### config.mk
export PLATFORM = sky130hd
export DESIGN_NAME = stable_priority_queue_flat
export DESIGN_NICKNAME = d
export VERILOG_FILES = /design/src/rtl/core/spq_pkg.sv /design/src/rtl/core/spq_in_if.sv /design/src/rtl/core/spq_out_if.sv /design/src/rtl/core/spq_ctrl.sv /design/src/rtl/core/spq_datapath.sv /design/src/rtl/core/stable_priority_queue.sv /design/src/flat_wrapper.sv
export SDC_FILE = /design/constraint.sdc
export NUM_CORES = 1
export LEC_CHECK = 0
export ABC_CLOCK_PERIOD_IN_PS = 4450
export BUFFER_PORTS_ARGS = -buffer_cell sky130_fd_sc_hd__buf_2
export CAP_MARGIN = 20
export CORE_ASPECT_RATIO = 1.5
export CORE_UTILIZATION = 35
export CTS_CLUSTER_DIAMETER = 200
export DETAILED_ROUTE_END_ITERATION = 12
export PLACE_DENSITY_LB_ADDON = 0.3
export SYNTH_ARGS = -nofsm -noshare
export SYNTH_HDL_FRONTEND = slang
export SYNTH_SLANG_ARGS = --single-unit
### constraint.sdc
create_clock -name clk -period 4.45 [get_ports clk]
set_clock_uncertainty 0.1 [all_clocks]
set_input_delay 0.2225 -clock clk [delete_from_list [all_inputs] [get_ports clk]]
set_output_delay 0.2225 -clock clk [all_outputs]
set_load 0.01 [all_outputs]
### src/rtl/core/spq_pkg.sv
// ----------------------------------------------------------------------------
// spq_pkg: shared types and constants of the stable priority queue
// Widths, capacity, command and status codes, and the control struct
// that joins the controller and the datapath.
// ----------------------------------------------------------------------------
package spq_pkg;

  localparam int CAPACITY  = 16;
  localparam int TAG_BITS  = 16;
  localparam int PRIO_BITS = 8;
  localparam int CNT_W     = $clog2(CAPACITY + 1);

  typedef logic [TAG_BITS-1:0]  tag_t;
  typedef logic [PRIO_BITS-1:0] prio_t;
  typedef logic [CNT_W-1:0]     count_t;
  typedef logic [1:0]           status_t;

  localparam logic CMD_ENQ = 1'b0;
  localparam logic CMD_DEQ = 1'b1;

  localparam status_t ST_OK    = 2'd0;
  localparam status_t ST_FULL  = 2'd1;
  localparam status_t ST_EMPTY = 2'd2;

  // Commands from the controller to the datapath.
  typedef struct packed {
    logic capture;  // latch the accepted input transaction
    logic execute;  // update the slots and load the result register
  } dp_cmd_t;

endpackage

### src/rtl/core/spq_in_if.sv
// ----------------------------------------------------------------------------
// spq_in_if: input channel of the stable priority queue
// Valid/ready channel carrying one queue command per transaction.
// ----------------------------------------------------------------------------
interface spq_in_if;
  logic            valid;
  logic            ready;
  logic            cmd;
  spq_pkg::tag_t   entry_tag;
  spq_pkg::prio_t  entry_priority;

  modport source (output valid, output cmd, output entry_tag, output entry_priority,
                  input ready);
  modport sink   (input valid, input cmd, input entry_tag, input entry_priority,
                  output ready);
endinterface

### src/rtl/core/spq_out_if.sv
// ----------------------------------------------------------------------------
// spq_out_if: result channel of the stable priority queue
// Valid/ready channel carrying one result per transaction.
// ----------------------------------------------------------------------------
interface spq_out_if;
  logic              valid;
  logic              ready;
  spq_pkg::status_t  status;
  spq_pkg::tag_t     out_tag;
  spq_pkg::prio_t    out_priority;
  logic              now_empty;
  logic              now_full;

  modport source (output valid, output status, output out_tag, output out_priority,
                  output now_empty, output now_full, input ready);
  modport sink   (input valid, input status, input out_tag, input out_priority,
                  input now_empty, input now_full, output ready);
endinterface

### src/rtl/core/spq_ctrl.sv
// ----------------------------------------------------------------------------
// spq_ctrl: controller of the stable priority queue
// Two-state sequencer that accepts a command, has the datapath execute it
// and tracks the occupancy of the result register.
// ----------------------------------------------------------------------------
module spq_ctrl (
  input  logic              clk,
  input  logic              rst_n,
  input  logic              in_valid,
  output logic              in_ready,
  output logic              out_valid,
  input  logic              out_ready,
  output spq_pkg::dp_cmd_t  dp_cmd
);
  import spq_pkg::*;

  localparam logic S_IDLE = 1'b0;
  localparam logic S_EXEC = 1'b1;

  logic state_r, state_nxt;
  logic out_valid_r, out_valid_nxt;
  logic accept;

  // A new command may enter in the idle state once the result register is free or being drained.
  assign in_ready = (state_r == S_IDLE) && (!out_valid_r || out_ready);
  assign accept   = in_valid && in_ready;

  always_comb begin
    state_nxt      = state_r;
    dp_cmd.capture = 1'b0;
    dp_cmd.execute = 1'b0;
    case (state_r)
      S_IDLE: begin
        if (accept) begin
          dp_cmd.capture = 1'b1;
          state_nxt      = S_EXEC;
        end
      end
      S_EXEC: begin
        dp_cmd.execute = 1'b1;
        state_nxt      = S_IDLE;
      end
      default: state_nxt = S_IDLE;
    endcase
  end

  always_comb begin
    out_valid_nxt = out_valid_r;
    if (dp_cmd.execute) begin
      out_valid_nxt = 1'b1;
    end else if (out_valid_r && out_ready) begin
      out_valid_nxt = 1'b0;
    end
  end

  always_ff @(posedge clk) begin
    if (!rst_n) begin
      state_r     <= S_IDLE;
      out_valid_r <= 1'b0;
    end else begin
      state_r     <= state_nxt;
      out_valid_r <= out_valid_nxt;
    end
  end

  assign out_valid = out_valid_r;

endmodule

### src/rtl/core/spq_datapath.sv
// ----------------------------------------------------------------------------
// spq_datapath: slot array and result register of the stable priority queue
// Sorted shift-register slots with a parallel compare against the incoming
// priority; inserts in one step, shifts toward the front on removal.
// ----------------------------------------------------------------------------
module spq_datapath (
  input  logic              clk,
  input  logic              rst_n,
  input  spq_pkg::dp_cmd_t  dp_cmd,
  input  logic              in_cmd,
  input  spq_pkg::tag_t     in_tag,
  input  spq_pkg::prio_t    in_prio,
  output spq_pkg::status_t  res_status,
  output spq_pkg::tag_t     res_tag,
  output spq_pkg::prio_t    res_prio,
  output logic              res_empty,
  output logic              res_full
);
  import spq_pkg::*;

  logic    cmd_r;
  tag_t    tag_in_r;
  prio_t   prio_in_r;

  tag_t    slot_tag_r  [CAPACITY];
  prio_t   slot_prio_r [CAPACITY];
  tag_t    slot_tag_nxt  [CAPACITY];
  prio_t   slot_prio_nxt [CAPACITY];
  count_t  fill_r, fill_nxt;

  logic [CAPACITY-1:0] used;
  logic [CAPACITY-1:0] greater;
  logic                is_full, is_empty;

  status_t res_status_r, res_status_nxt;
  tag_t    res_tag_r, res_tag_nxt;
  prio_t   res_prio_r, res_prio_nxt;
  logic    res_empty_r, res_empty_nxt;
  logic    res_full_r, res_full_nxt;

  assign is_full  = (fill_r == count_t'(CAPACITY));
  assign is_empty = (fill_r == '0);

  // Slots are sorted, so the greater flags form one contiguous run at the back
  // of the occupied part; the new entry lands just ahead of that run.
  always_comb begin
    for (int i = 0; i < CAPACITY; i++) begin
      used[i]    = count_t'(i) < fill_r;
      greater[i] = used[i] && (slot_prio_r[i] > prio_in_r);
    end
  end

  always_comb begin
    for (int i = 0; i < CAPACITY; i++) begin
      slot_tag_nxt[i]  = slot_tag_r[i];
      slot_prio_nxt[i] = slot_prio_r[i];
    end
    fill_nxt       = fill_r;
    res_status_nxt = res_status_r;
    res_tag_nxt    = res_tag_r;
    res_prio_nxt   = res_prio_r;
    res_empty_nxt  = res_empty_r;
    res_full_nxt   = res_full_r;

    if (dp_cmd.execute) begin
      res_tag_nxt  = '0;
      res_prio_nxt = '0;
      if (cmd_r == CMD_ENQ) begin
        if (is_full) begin
          res_status_nxt = ST_FULL;
        end else begin
          res_status_nxt = ST_OK;
          fill_nxt       = fill_r + count_t'(1);
          if (greater[0] || !used[0]) begin
            slot_tag_nxt[0]  = tag_in_r;
            slot_prio_nxt[0] = prio_in_r;
          end
          for (int i = 1; i < CAPACITY; i++) begin
            if (greater[i-1]) begin
              slot_tag_nxt[i]  = slot_tag_r[i-1];
              slot_prio_nxt[i] = slot_prio_r[i-1];
            end else if (greater[i] || (count_t'(i) == fill_r)) begin
              slot_tag_nxt[i]  = tag_in_r;
              slot_prio_nxt[i] = prio_in_r;
            end
          end
        end
      end else begin
        if (is_empty) begin
          res_status_nxt = ST_EMPTY;
        end else begin
          res_status_nxt = ST_OK;
          res_tag_nxt    = slot_tag_r[0];
          res_prio_nxt   = slot_prio_r[0];
          fill_nxt       = fill_r - count_t'(1);
          for (int i = 0; i < CAPACITY - 1; i++) begin
            slot_tag_nxt[i]  = slot_tag_r[i+1];
            slot_prio_nxt[i] = slot_prio_r[i+1];
          end
        end
      end
      res_empty_nxt = (fill_nxt == '0);
      res_full_nxt  = (fill_nxt == count_t'(CAPACITY));
    end
  end

  always_ff @(posedge clk) begin
    if (!rst_n) begin
      fill_r <= '0;
    end else begin
      fill_r <= fill_nxt;
    end
  end

  always_ff @(posedge clk) begin
    if (dp_cmd.capture) begin
      cmd_r     <= in_cmd;
      tag_in_r  <= in_tag;
      prio_in_r <= in_prio;
    end
    for (int i = 0; i < CAPACITY; i++) begin
      slot_tag_r[i]  <= slot_tag_nxt[i];
      slot_prio_r[i] <= slot_prio_nxt[i];
    end
    res_status_r <= res_status_nxt;
    res_tag_r    <= res_tag_nxt;
    res_prio_r   <= res_prio_nxt;
    res_empty_r  <= res_empty_nxt;
    res_full_r   <= res_full_nxt;
  end

  assign res_status = res_status_r;
  assign res_tag    = res_tag_r;
  assign res_prio   = res_prio_r;
  assign res_empty  = res_empty_r;
  assign res_full   = res_full_r;

endmodule

### src/rtl/core/stable_priority_queue.sv
// ----------------------------------------------------------------------------
// stable_priority_queue: bounded stable priority queue
// Each input transaction enqueues a tagged entry or dequeues the front entry;
// each one yields exactly one result transaction.
//
// Entries with smaller priority values leave first; equal priorities leave in
// arrival order. An enqueue on a full queue is dropped with status full, a
// dequeue on an empty queue returns status empty. Every result carries the
// empty and full flags as they stand after the command.
//
// Timing: a command is executed in the cycle after it is accepted, when the
// sorted slot array is compared in parallel and shifted; the result is
// valid from the cycle after that.
//
// Reset empties the queue. While a result waits for the receiver, one more
// command is not taken until the result register is free or being drained
// in the same cycle.
// ----------------------------------------------------------------------------
module stable_priority_queue (
  input  logic       clk,
  input  logic       rst_n,
  spq_in_if.sink     in_chan,
  spq_out_if.source  out_chan
);
  import spq_pkg::*;

  dp_cmd_t  dp_cmd;

  spq_ctrl u_ctrl (
    .clk       (clk),
    .rst_n     (rst_n),
    .in_valid  (in_chan.valid),
    .in_ready  (in_chan.ready),
    .out_valid (out_chan.valid),
    .out_ready (out_chan.ready),
    .dp_cmd    (dp_cmd)
  );

  spq_datapath u_datapath (
    .clk        (clk),
    .rst_n      (rst_n),
    .dp_cmd     (dp_cmd),
    .in_cmd     (in_chan.cmd),
    .in_tag     (in_chan.entry_tag),
    .in_prio    (in_chan.entry_priority),
    .res_status (out_chan.status),
    .res_tag    (out_chan.out_tag),
    .res_prio   (out_chan.out_priority),
    .res_empty  (out_chan.now_empty),
    .res_full   (out_chan.now_full)
  );

endmodule
### src/flat_wrapper.sv
// flat-port wrapper written by rule: the top's interface ports become plain ports
module stable_priority_queue_flat import spq_pkg::*;
  (clk, rst_n, in_chan_valid, in_chan_cmd, in_chan_entry_tag, in_chan_entry_priority, in_chan_ready, out_chan_valid, out_chan_status, out_chan_out_tag, out_chan_out_priority, out_chan_now_empty, out_chan_now_full, out_chan_ready);
  spq_in_if in_chan_i ();
  spq_out_if out_chan_i ();
  input  logic clk;
  input  logic rst_n;
  input wire logic [$bits(in_chan_i.valid)-1:0] in_chan_valid;
  input wire logic [$bits(in_chan_i.cmd)-1:0] in_chan_cmd;
  input wire logic [$bits(in_chan_i.entry_tag)-1:0] in_chan_entry_tag;
  input wire logic [$bits(in_chan_i.entry_priority)-1:0] in_chan_entry_priority;
  output wire logic [$bits(in_chan_i.ready)-1:0] in_chan_ready;
  output wire logic [$bits(out_chan_i.valid)-1:0] out_chan_valid;
  output wire logic [$bits(out_chan_i.status)-1:0] out_chan_status;
  output wire logic [$bits(out_chan_i.out_tag)-1:0] out_chan_out_tag;
  output wire logic [$bits(out_chan_i.out_priority)-1:0] out_chan_out_priority;
  output wire logic [$bits(out_chan_i.now_empty)-1:0] out_chan_now_empty;
  output wire logic [$bits(out_chan_i.now_full)-1:0] out_chan_now_full;
  input wire logic [$bits(out_chan_i.ready)-1:0] out_chan_ready;
  assign in_chan_i.valid = in_chan_valid;
  assign in_chan_i.cmd = in_chan_cmd;
  assign in_chan_i.entry_tag = in_chan_entry_tag;
  assign in_chan_i.entry_priority = in_chan_entry_priority;
  assign in_chan_ready = in_chan_i.ready;
  assign out_chan_valid = out_chan_i.valid;
  assign out_chan_status = out_chan_i.status;
  assign out_chan_out_tag = out_chan_i.out_tag;
  assign out_chan_out_priority = out_chan_i.out_priority;
  assign out_chan_now_empty = out_chan_i.now_empty;
  assign out_chan_now_full = out_chan_i.now_full;
  assign out_chan_i.ready = out_chan_ready;
  stable_priority_queue u_core (.clk(clk), .rst_n(rst_n), .in_chan(in_chan_i), .out_chan(out_chan_i));
endmodule
Word-level counts from Yosys, hierarchy flattened
Memory sizes are Yosys's and may differ from the RTL's.
Cells that the tools add are included.
Widths: inputs -> output; s select.
{"block": "totals", "regBits": 60, "mem_bits_rw": 384, "in_bits": 29, "wordCells": 193, "mem_count": 2}
{"name": "u_core.u_datapath.slot_tag_r", "words": 16, "word_bits": 16, "read_ports": 16, "rd_clocked_by_memory_dff": 0, "write_ports": 16, "line_no": "spq_datapath.sv:25", "text": "tag_t slot_tag_r [CAPACITY];"}
{"name": "u_core.u_datapath.slot_prio_r", "words": 16, "word_bits": 8, "read_ports": 16, "rd_clocked_by_memory_dff": 0, "write_ports": 16, "line_no": "spq_datapath.sv:26", "text": "prio_t slot_prio_r [CAPACITY];"}
{"block": "op_classes", "n_addsub": 2, "magnitude_cmp": 32, "eq_ne": 17, "muxes": 85, "bitwise": 2, "reduce_logical": 42}
{"cell": "$mux 16", "count": 32}
{"cell": "$mux 256", "count": 2}
{"cell": "$mux 240", "count": 2}
{"cell": "$mux 128", "count": 2}
{"cell": "$mux 8", "count": 32}
{"cell": "$mux 120", "count": 2}
{"cell": "$gt 8x8->1", "count": 16}
{"cell": "$eq 4x5->1 const A", "count": 8}
{"cell": "$lt 4x5->1 const A", "count": 8}
{"cell": "$eq 3x5->1 const A", "count": 4}
{"cell": "$lt 3x5->1 const A", "count": 4}
{"cell": "$mux 5", "count": 4}
{"cell": "$logic_and 1x1->1", "count": 19}
{"cell": "$logic_or 1x1->1", "count": 17}
{"cell": "$eq 2x5->1 const A", "count": 2}
{"cell": "$eq 5x5->1 const B", "count": 2}
{"cell": "$logic_not 5->1", "count": 2}
{"cell": "$lt 1x5->1 const A", "count": 2}
{"cell": "$lt 2x5->1 const A", "count": 2}
{"cell": "$mux 1", "count": 6}
{"cell": "$add 5x1->5 const B", "count": 1}
{"cell": "$eq 1x5->1 const A", "count": 1}
{"cell": "$sub 5x1->5 const B", "count": 1}
{"cell": "$mux 2", "count": 2}
{"cell": "other kinds (5)", "count": 7}

Longest topological paths before layout
Gate-level depths: netlist (run 1).
An unclocked memory read counts as a cell.
{"block": "depth", "depth_word": 9, "ltp_mapped": 12, "ltp_nobuf": 7}

Modules after synthesis
Synthesis (run 1) repeated with hierarchy kept, for this count alone.
{"block": "hier_totals", "cells_unflattened": 2315, "area_unflattened_um2": 25149.1}
{"module": "spq_datapath", "n_inst": 1, "cells_each": 2306, "area_each_um2": 25045.3, "seq_area_each_um2": 13222.7}
{"module": "spq_ctrl", "n_inst": 1, "cells_each": 9, "area_each_um2": 103.8, "seq_area_each_um2": 40.0}

Least setup slack after synthesis (run 1)
OpenSTA, ideal clock, no wires.
{"block": "synth_path", "path_type": "register to register", "start": "register u_core.u_datapath.prio_in_r[2] (netlist name)", "end": "memory u_core.u_datapath.slot_prio_r[1][24] (netlist bit) (enable)", "setup_time_ns": 0.420, "t_arrival_ns": 3.659, "required_time_ns": 3.930, "setup_slack_ns": 0.271, "stages_incl_launch_ff": 11, "path_buffers": 3, "path_cell_list": "edfxtp_1 inv_1 ha_1 and4_1 nor3b_1 a21bo_2 clkbuf_1 and2_1 buf_2 clkbuf_1 a31oi_1"}
{"item": "to (decl)", "line_no": "spq_datapath.sv:26"}

==> flow_summary.ini, run 1 <==
[global_route]
gr-usage-all-layers_pct = 20.9
grt_pass1_vias = 20298
overflow = 0
grt_max_degree = 258
grt_pass1_wl_mm = 119
grt_antenna_before_repair = 0

[drt]
drt_iter0_drc = 2117
drtAntennaViolNets = 0
avgViaCountPerCell = 6.09
drc = 4
wl_per_cell_um = 23.4
drt_wl_total_mm = 76.4
dr.pass1.iters = 11
via_count = 19865

[final_layout]
final_cell_mix = 437 x edfxtp_1, 435 x nand2_1, 225 x o211ai_1
nNetsFinal = 2481
final-seq-area_um2 = 13300
final_layout_size_suffix_gt1_share_pct = 10.9
utilization_pct = 39.7
final_common_cell = edfxtp_1
diodes = 0
final_cell_area_um2 = 28000
area_growth_pct = 11.5
fill_cells = 6799
multi_input_area_um2 = 10800

[sta]
fin_crit_sh_pct = 90.3
tightestPinTransition_ns = 1.21
drv_slew = 0
rsz0062_at_grt = no
slew_headroom_pct = 19.6
setup_viol = 0
worst_hold_slack_ns = 0.230
max_freq_mhz = 249
setup_tns_ns = 0
finalHoldViolCount = 0
min_period_ns = 4.02

[floorplan]
initial_core_util_pct = 35.6
dieArea_um2 = 72900
die_y_um = 330
core_area_um2 = 70600
row_count = 119
die_w_um = 221
io_pins = 59

[pwr]
power_mw = 9.95
ir_worst_vdd_uv = 240
power.density_nw_per_um2 = 355
power.share.sequential_pct = 49.4
clkPwrFrac_pct = 37.5
pwr-share-comb_pct = 13.1
swShare_pct = 27.4
intPower_mw = 7.22
p_leak_nw = 9.49
p_switching_mw = 2.73

[synth]
synth_flop_cell = edfxtp_1
ys_seq_elements = 444
syn-num-nets = 2499
synth_fa_ha_area_share_pct = 6.62
synthMuxAreaShare_pct = 1.20
syn_inst = 2337
syn-cell-area_um2 = 25100
seq_area_frac_synth_pct = 52.8
async_flop_share_pct = 0
synth-xor-area-share_pct = 0.105
yosys_warnings = 0
synth_area_per_cell_um2 = 10.7
synth_compound_area_share_pct = 18.0
synth_edf_count = 437
synth_top_family_by_area = compound AO/OA/AOI/OAI gates
yosys.area_share.simple_pct = 16.6
ys_types = 66

[critical_path]
crit_start = u_core.u_datapath.fill_r[1]$_SDFFE_PN0P_
path_cells = inv_1 > ha_1 > nor3b_1 > a21oi_4 > buf_12 > buf_12 > buf_12 > nand2_1 > a21oi_1 > a221o_1
rr_endpoint = u_core.u_datapath.slot_tag_r[0][72]$_DFFE_PP_
cpPeakStageDelay_ns = 0.78
r2r_cells = 10
start_kind = flop
cp-endpoint = u_core.u_datapath.slot_tag_r[0][72]$_DFFE_PP_
r2r_slack_ns = 0.43
worstPathArrival_ns = 4.37
cp_common_cell = buf_12
slowest_stage = dfxtp_1
required_ns = 4.80
cp-end-kind = flop
regToRegStartpoint = u_core.u_datapath.fill_r[1]$_SDFFE_PN0P_
path_class = reg -> reg
worst-path-max-fanout = 91

[clock_network]
cts-root-buf = clkbuf_16
cts_sinks = 444
cts_buffers = 46
cts_setup_buffers = 0
cts_hold_buf = 29
h-tree-depth = 2
cts.path.max_buffers = 3
cts_tree = done
clkSlewWorstSetupHoldPaths_ns = 0.06
ctsResizeCount = 0
clkLatencyLatePin_ns = 0.60

[placement]
port_buffers = 58
dp_hpwl_mm = 55.0
place_area_um2 = 26300
gp_congestion = 0.909

[hold_path]
hp-class = in -> reg

[status]
status = finished with violations
violations = design-rule violations

[flow_run]
maxCapViolCount = 0
[kinds of logic after synthesis]
| logic type | count (synthesis) |
|---|---|
| AND/OR/NAND/NOR | 844 |
| adder cells (fa/ha/maj) | 133 |
| XOR/XNOR | 3 |
| flip-flops | 444 |
| multiplexers | 27 |
| AO/OA/AOI/OAI | 618 |
| buffers and inverters | 268 |
[synth_stat cells, drive strengths merged (5+ instances only)]
library cell | number | area share [%]
edfxtp | 437 | 52
nand2 | 436 | 6.5
o211ai | 225 | 6.7
nand4 | 210 | 5.2
a21oi | 137 | 2.7
clkbuf | 133 | 2.0
ha | 133 | 6.6
a221o | 115 | 4.6
buf | 105 | 2.2
o21ai | 52 | 1.0
and2 | 41 | 1.0
inv | 29 | 0.43
and3 | 28 | 0.70
nor2 | 26 | 0.39
nor3 | 26 | 0.54
mux2 | 25 | 1.1
nor2b | 23 | 0.57
and4 | 17 | 0.59
o221ai | 16 | 0.56
a31oi | 13 | 0.32
nand3 | 12 | 0.24
a211oi | 10 | 0.30
a22oi | 8 | 0.24
dfxtp | 7 | 0.56
a21o | 5 | 0.15
nand2b | 5 | 0.12
o31a | 5 | 0.17
[layout make-up]
class                   count  share of cell area, %
inverters                  30                  0.402
clock buffers              57                   4.26
repair buffers            172                   4.57
clock inverters            27                  0.674
flip-flops and latches    444                   47.3
well taps                 907                   4.05
multi-input cells        1625                   38.7
[state kept, by name, summed over array words and instances (netlist names)]
| name | count |
|---|---|
| u_core.u_ctrl.state_r | 1 |
| u_core.u_datapath.fill_r | 5 |
| u_core.u_datapath.cmd_r | 1 |
| u_core.u_datapath.res_status | 2 |
| u_core.u_datapath.tag_in_r | 16 |
| u_core.u_ctrl.out_valid | 1 |
| u_core.u_datapath.res_tag | 16 |
| u_core.u_datapath.prio_in_r | 8 |
| u_core.u_datapath.res_empty | 1 |
| u_core.u_datapath.slot_tag_r | 256 |
| u_core.u_datapath.res_prio | 8 |
| u_core.u_datapath.slot_prio_r | 128 |
| u_core.u_datapath.res_full | 1 |
[how the worst min path moves through the flow]
stage                         startpoint                                  endpoint  slack (ns)  cells past startpoint
2_1_floorplan                in_chan_cmd         u_core.u_datapath.cmd_r$_DFFE_PP_        0.22                      0
6_report       in_chan_entry_priority[7]  u_core.u_datapath.prio_in_r[7]$_DFFE_PP_        0.23                      2
4_1_cts            in_chan_entry_tag[13]  u_core.u_datapath.tag_in_r[13]$_DFFE_PP_        0.20                      2
3_3_place_gp        in_chan_entry_tag[8]   u_core.u_datapath.tag_in_r[8]$_DFFE_PP_        0.30                      1
5_1_grt            in_chan_entry_tag[14]  u_core.u_datapath.tag_in_r[14]$_DFFE_PP_        0.22                      2
3_5_place_dp        in_chan_entry_tag[8]   u_core.u_datapath.tag_in_r[8]$_DFFE_PP_        0.30                      1
[metrics by stage]
step / instances / setup slack (ns)
floorplan: 2337 / 0.271
global placement: 3149 / 0.673
detailed placement: 3149 / 0.604
CTS: 3262 / 0.593
global route: 3262 / 0.360
finish: 3262 / 0.433
[worst max-delay path, delay by kind of cell, from the launching register on]
| kind | cells | cell delay, ns |
|---|---|---|
| adders and majority gates | 1 | 0.49 |
| and+or+nand+nor | 2 | 0.44 |
| AOI/OAI and AO/OA | 3 | 0.54 |
| buffers and inverters | 4 | 1.37 |
| DFF | 1 | 0.78 |
[per-layer routing]
layer  global-route usage [%]  routed length (um)  up-vias
met5                        0                   0        -
met3                     2.16                4240      157
met1                     25.3               29700     9743
li1                         -                   -     9143
met2                     36.9               39400      822
met4                     9.23                3040        0
[power groups by stage]
stage / sequential (mW) / clock [mW] / combinational, mW
CTS: 4.91 / 3.81 / 1.30
finish: 4.91 / 3.73 / 1.31
global route: 4.93 / 3.93 / 1.43
detailed placement: 5.00 / 0 / 1.28
global placement: 5.00 / 0 / 1.23
floorplan: 4.96 / 0 / 0.871
Power figures use the tool's default switching activity.
==> run 2, diff against run 1 <==
--- a/config.mk
+++ b/config.mk
@@ -5,7 +5,7 @@
 export SDC_FILE = /design/constraint.sdc
 export NUM_CORES = 1
 export LEC_CHECK = 0
-export ABC_CLOCK_PERIOD_IN_PS = 4450
+export ABC_CLOCK_PERIOD_IN_PS = 3900
 export BUFFER_PORTS_ARGS = -buffer_cell sky130_fd_sc_hd__buf_2
 export CAP_MARGIN = 20
 export CORE_ASPECT_RATIO = 1.5
==> constraint.sdc (replaced) <==
create_clock -name clk -period 3.9 [get_ports clk]
set_clock_uncertainty 0.1 [all_clocks]
set_input_delay 0.195 -clock clk [delete_from_list [all_inputs] [get_ports clk]]
set_output_delay 0.195 -clock clk [all_outputs]
set_load 0.01 [all_outputs]
==> run 2 against run 1 <==
The run still ends with design-rule violations left. Clock-buffer cell count down 3. First-iteration DRC count down 1.1%. Non-clock buffer count up 23. Worst setup slack better by 0.00080 ns. Sequential share of layout area down 0.49 points. Sequential power up 14%. Combinational power up 18%. Sequential cell count unchanged. Critical endpoint is now u_core.u_datapath.slot_tag_r[1][108]$_DFFE_PP_. Largest cell class unchanged. Largest power group unchanged.
==> flow_summary.ini, run 2 (synthesis gave the netlist of run 1 again) <==
[critical_path]
cp-end-kind = flop
required_ns = 4.07
worst-path-max-fanout = 20
worstPathArrival_ns = 3.63
path_class = reg -> reg
start_kind = flop

[floorplan]
die_y_um = 330
dieArea_um2 = 72900
row_count = 119
core_area_um2 = 70600
initial_core_util_pct = 35.6
io_pins = 59
die_w_um = 221

[pwr]
ir_worst_vdd_uv = 268
power.density_nw_per_um2 = 406
p_leak_nw = 9.65
power_mw = 11.5

[clock_network]
ctsResizeCount = 0
clkLatencyLatePin_ns = 0.61
cts.path.max_buffers = 3
cts-root-buf = clkbuf_16
cts_setup_buffers = 0
clkSlewWorstSetupHoldPaths_ns = 0.06
cts_buffers = 46
cts_hold_buf = 29
h-tree-depth = 2
cts_tree = done
cts_sinks = 444

[flow_run]
maxCapViolCount = 0

[final_layout]
largest_reg_flops = 256
final_cells = 3281
utilization_pct = 40.1
final_common_cell = edfxtp_1
nNetsFinal = 2504
diodes = 0
fill_cells = 6857
final_layout_size_suffix_gt1_share_pct = 12.2
biggestRegsByFlops = u_core.u_datapath.slot_tag_r (256), u_core.u_datapath.slot_prio_r (128)
multi_input_area_um2 = 10800
top_register = u_core.u_datapath.slot_tag_r
final_cell_mix = 437 x edfxtp_1, 435 x nand2_1, 225 x o211ai_1
final-seq-area_um2 = 13300
final_cell_area_um2 = 28300
area_growth_pct = 12.7

[sta]
slew_headroom_pct = 18.6
min_period_ns = 3.47
max_freq_mhz = 288
drv_slew = 0
tightestPinTransition_ns = 1.22
fin_crit_sh_pct = 88.9
rsz0062_at_grt = no
finalHoldViolCount = 0
setup_viol = 0

[drt]
drt_iter0_drc = 2094
wl_per_cell_um = 23.5
dr.pass1.iters = 9
drt_wl_total_mm = 77.1
drc = 5
via_count = 19652
drtAntennaViolNets = 0
avgViaCountPerCell = 5.99

[global_route]
grt_pass1_wl_mm = 119
gr-usage-all-layers_pct = 21.2
grt_antenna_before_repair = 0
grt_max_degree = 259
grt_pass1_vias = 20369
overflow = 0

[hold_path]
hp-class = in -> reg

[placement]
place_area_um2 = 26600
dp.cells = 3172
dp_hpwl_mm = 56.6
gp_congestion = 0.909
port_buffers = 58

[status]
status = finished with violations
violations = design-rule violations
[run 2: final cells by class]
| cell class | count | area share, % |
|---|---|---|
| sequential | 444 | 46.8 |
| timing repair buffer | 195 | 5.44 |
| inverter | 30 | 0.398 |
| clock inverter | 26 | 0.835 |
| multi-input combinational | 1625 | 38.3 |
| tap | 907 | 4.01 |
| clock buffer | 54 | 4.17 |
[run 2: through the flow]
stage / hold WS (ns) / setup TNS (ns) / setup slack, ns
global route: 0.186 / 0 / 0.186
finish: 0.193 / 0 / 0.433
floorplan: 0.194 / -13.37 / -0.279
global placement: 0.273 / 0 / 0.561
detailed placement: 0.273 / 0 / 0.422
CTS: 0.171 / 0 / 0.421
[run 2: per-layer routing]
| metal | share of wire [%] | GRT usage, % | vias up |
|---|---|---|---|
| met5 | 0 | 0 | - |
| met1 | 39 | 25.6 | 9613 |
| met4 | 4.3 | 9.46 | 0 |
| met2 | 51 | 37.6 | 699 |
| li1 | - | - | 9182 |
| met3 | 5.2 | 2.27 | 158 |
[run 2: final timing paths]
path                                                                startpoint                                        endpoint  slack, ns  cells past startpoint
worst max-delay path                  u_core.u_datapath.prio_in_r[5]$_DFFE_PP_  u_core.u_datapath.slot_tag_r[1][108]$_DFFE_PP_       0.43                      9
worst min-delay path                                 in_chan_entry_priority[7]        u_core.u_datapath.prio_in_r[7]$_DFFE_PP_       0.19                      2
worst max register to register        u_core.u_datapath.prio_in_r[5]$_DFFE_PP_  u_core.u_datapath.slot_tag_r[1][108]$_DFFE_PP_       0.43                      9
worst min register to register  u_core.u_datapath.slot_tag_r[1][122]$_DFFE_PP_  u_core.u_datapath.slot_tag_r[1][106]$_DFFE_PP_       0.46                      1
[run 2: critical path, cell delays in order, from the launching register on]
cell      delay, ns
edfxtp_1       0.44
inv_1          0.54
buf_4          0.23
ha_1           0.24
and4_1         0.23
a21oi_1        0.18
o31ai_2        0.10
or2_1          0.33
a31oi_2        0.36
buf_4          0.36
[run 2: where the power goes]
part / switching (mW) / internal (mW) / total, mW
Clock: 1.99 / 2.37 / 4.36
Sequential: 0.109 / 5.48 / 5.59
Combinational: 0.998 / 0.539 / 1.54
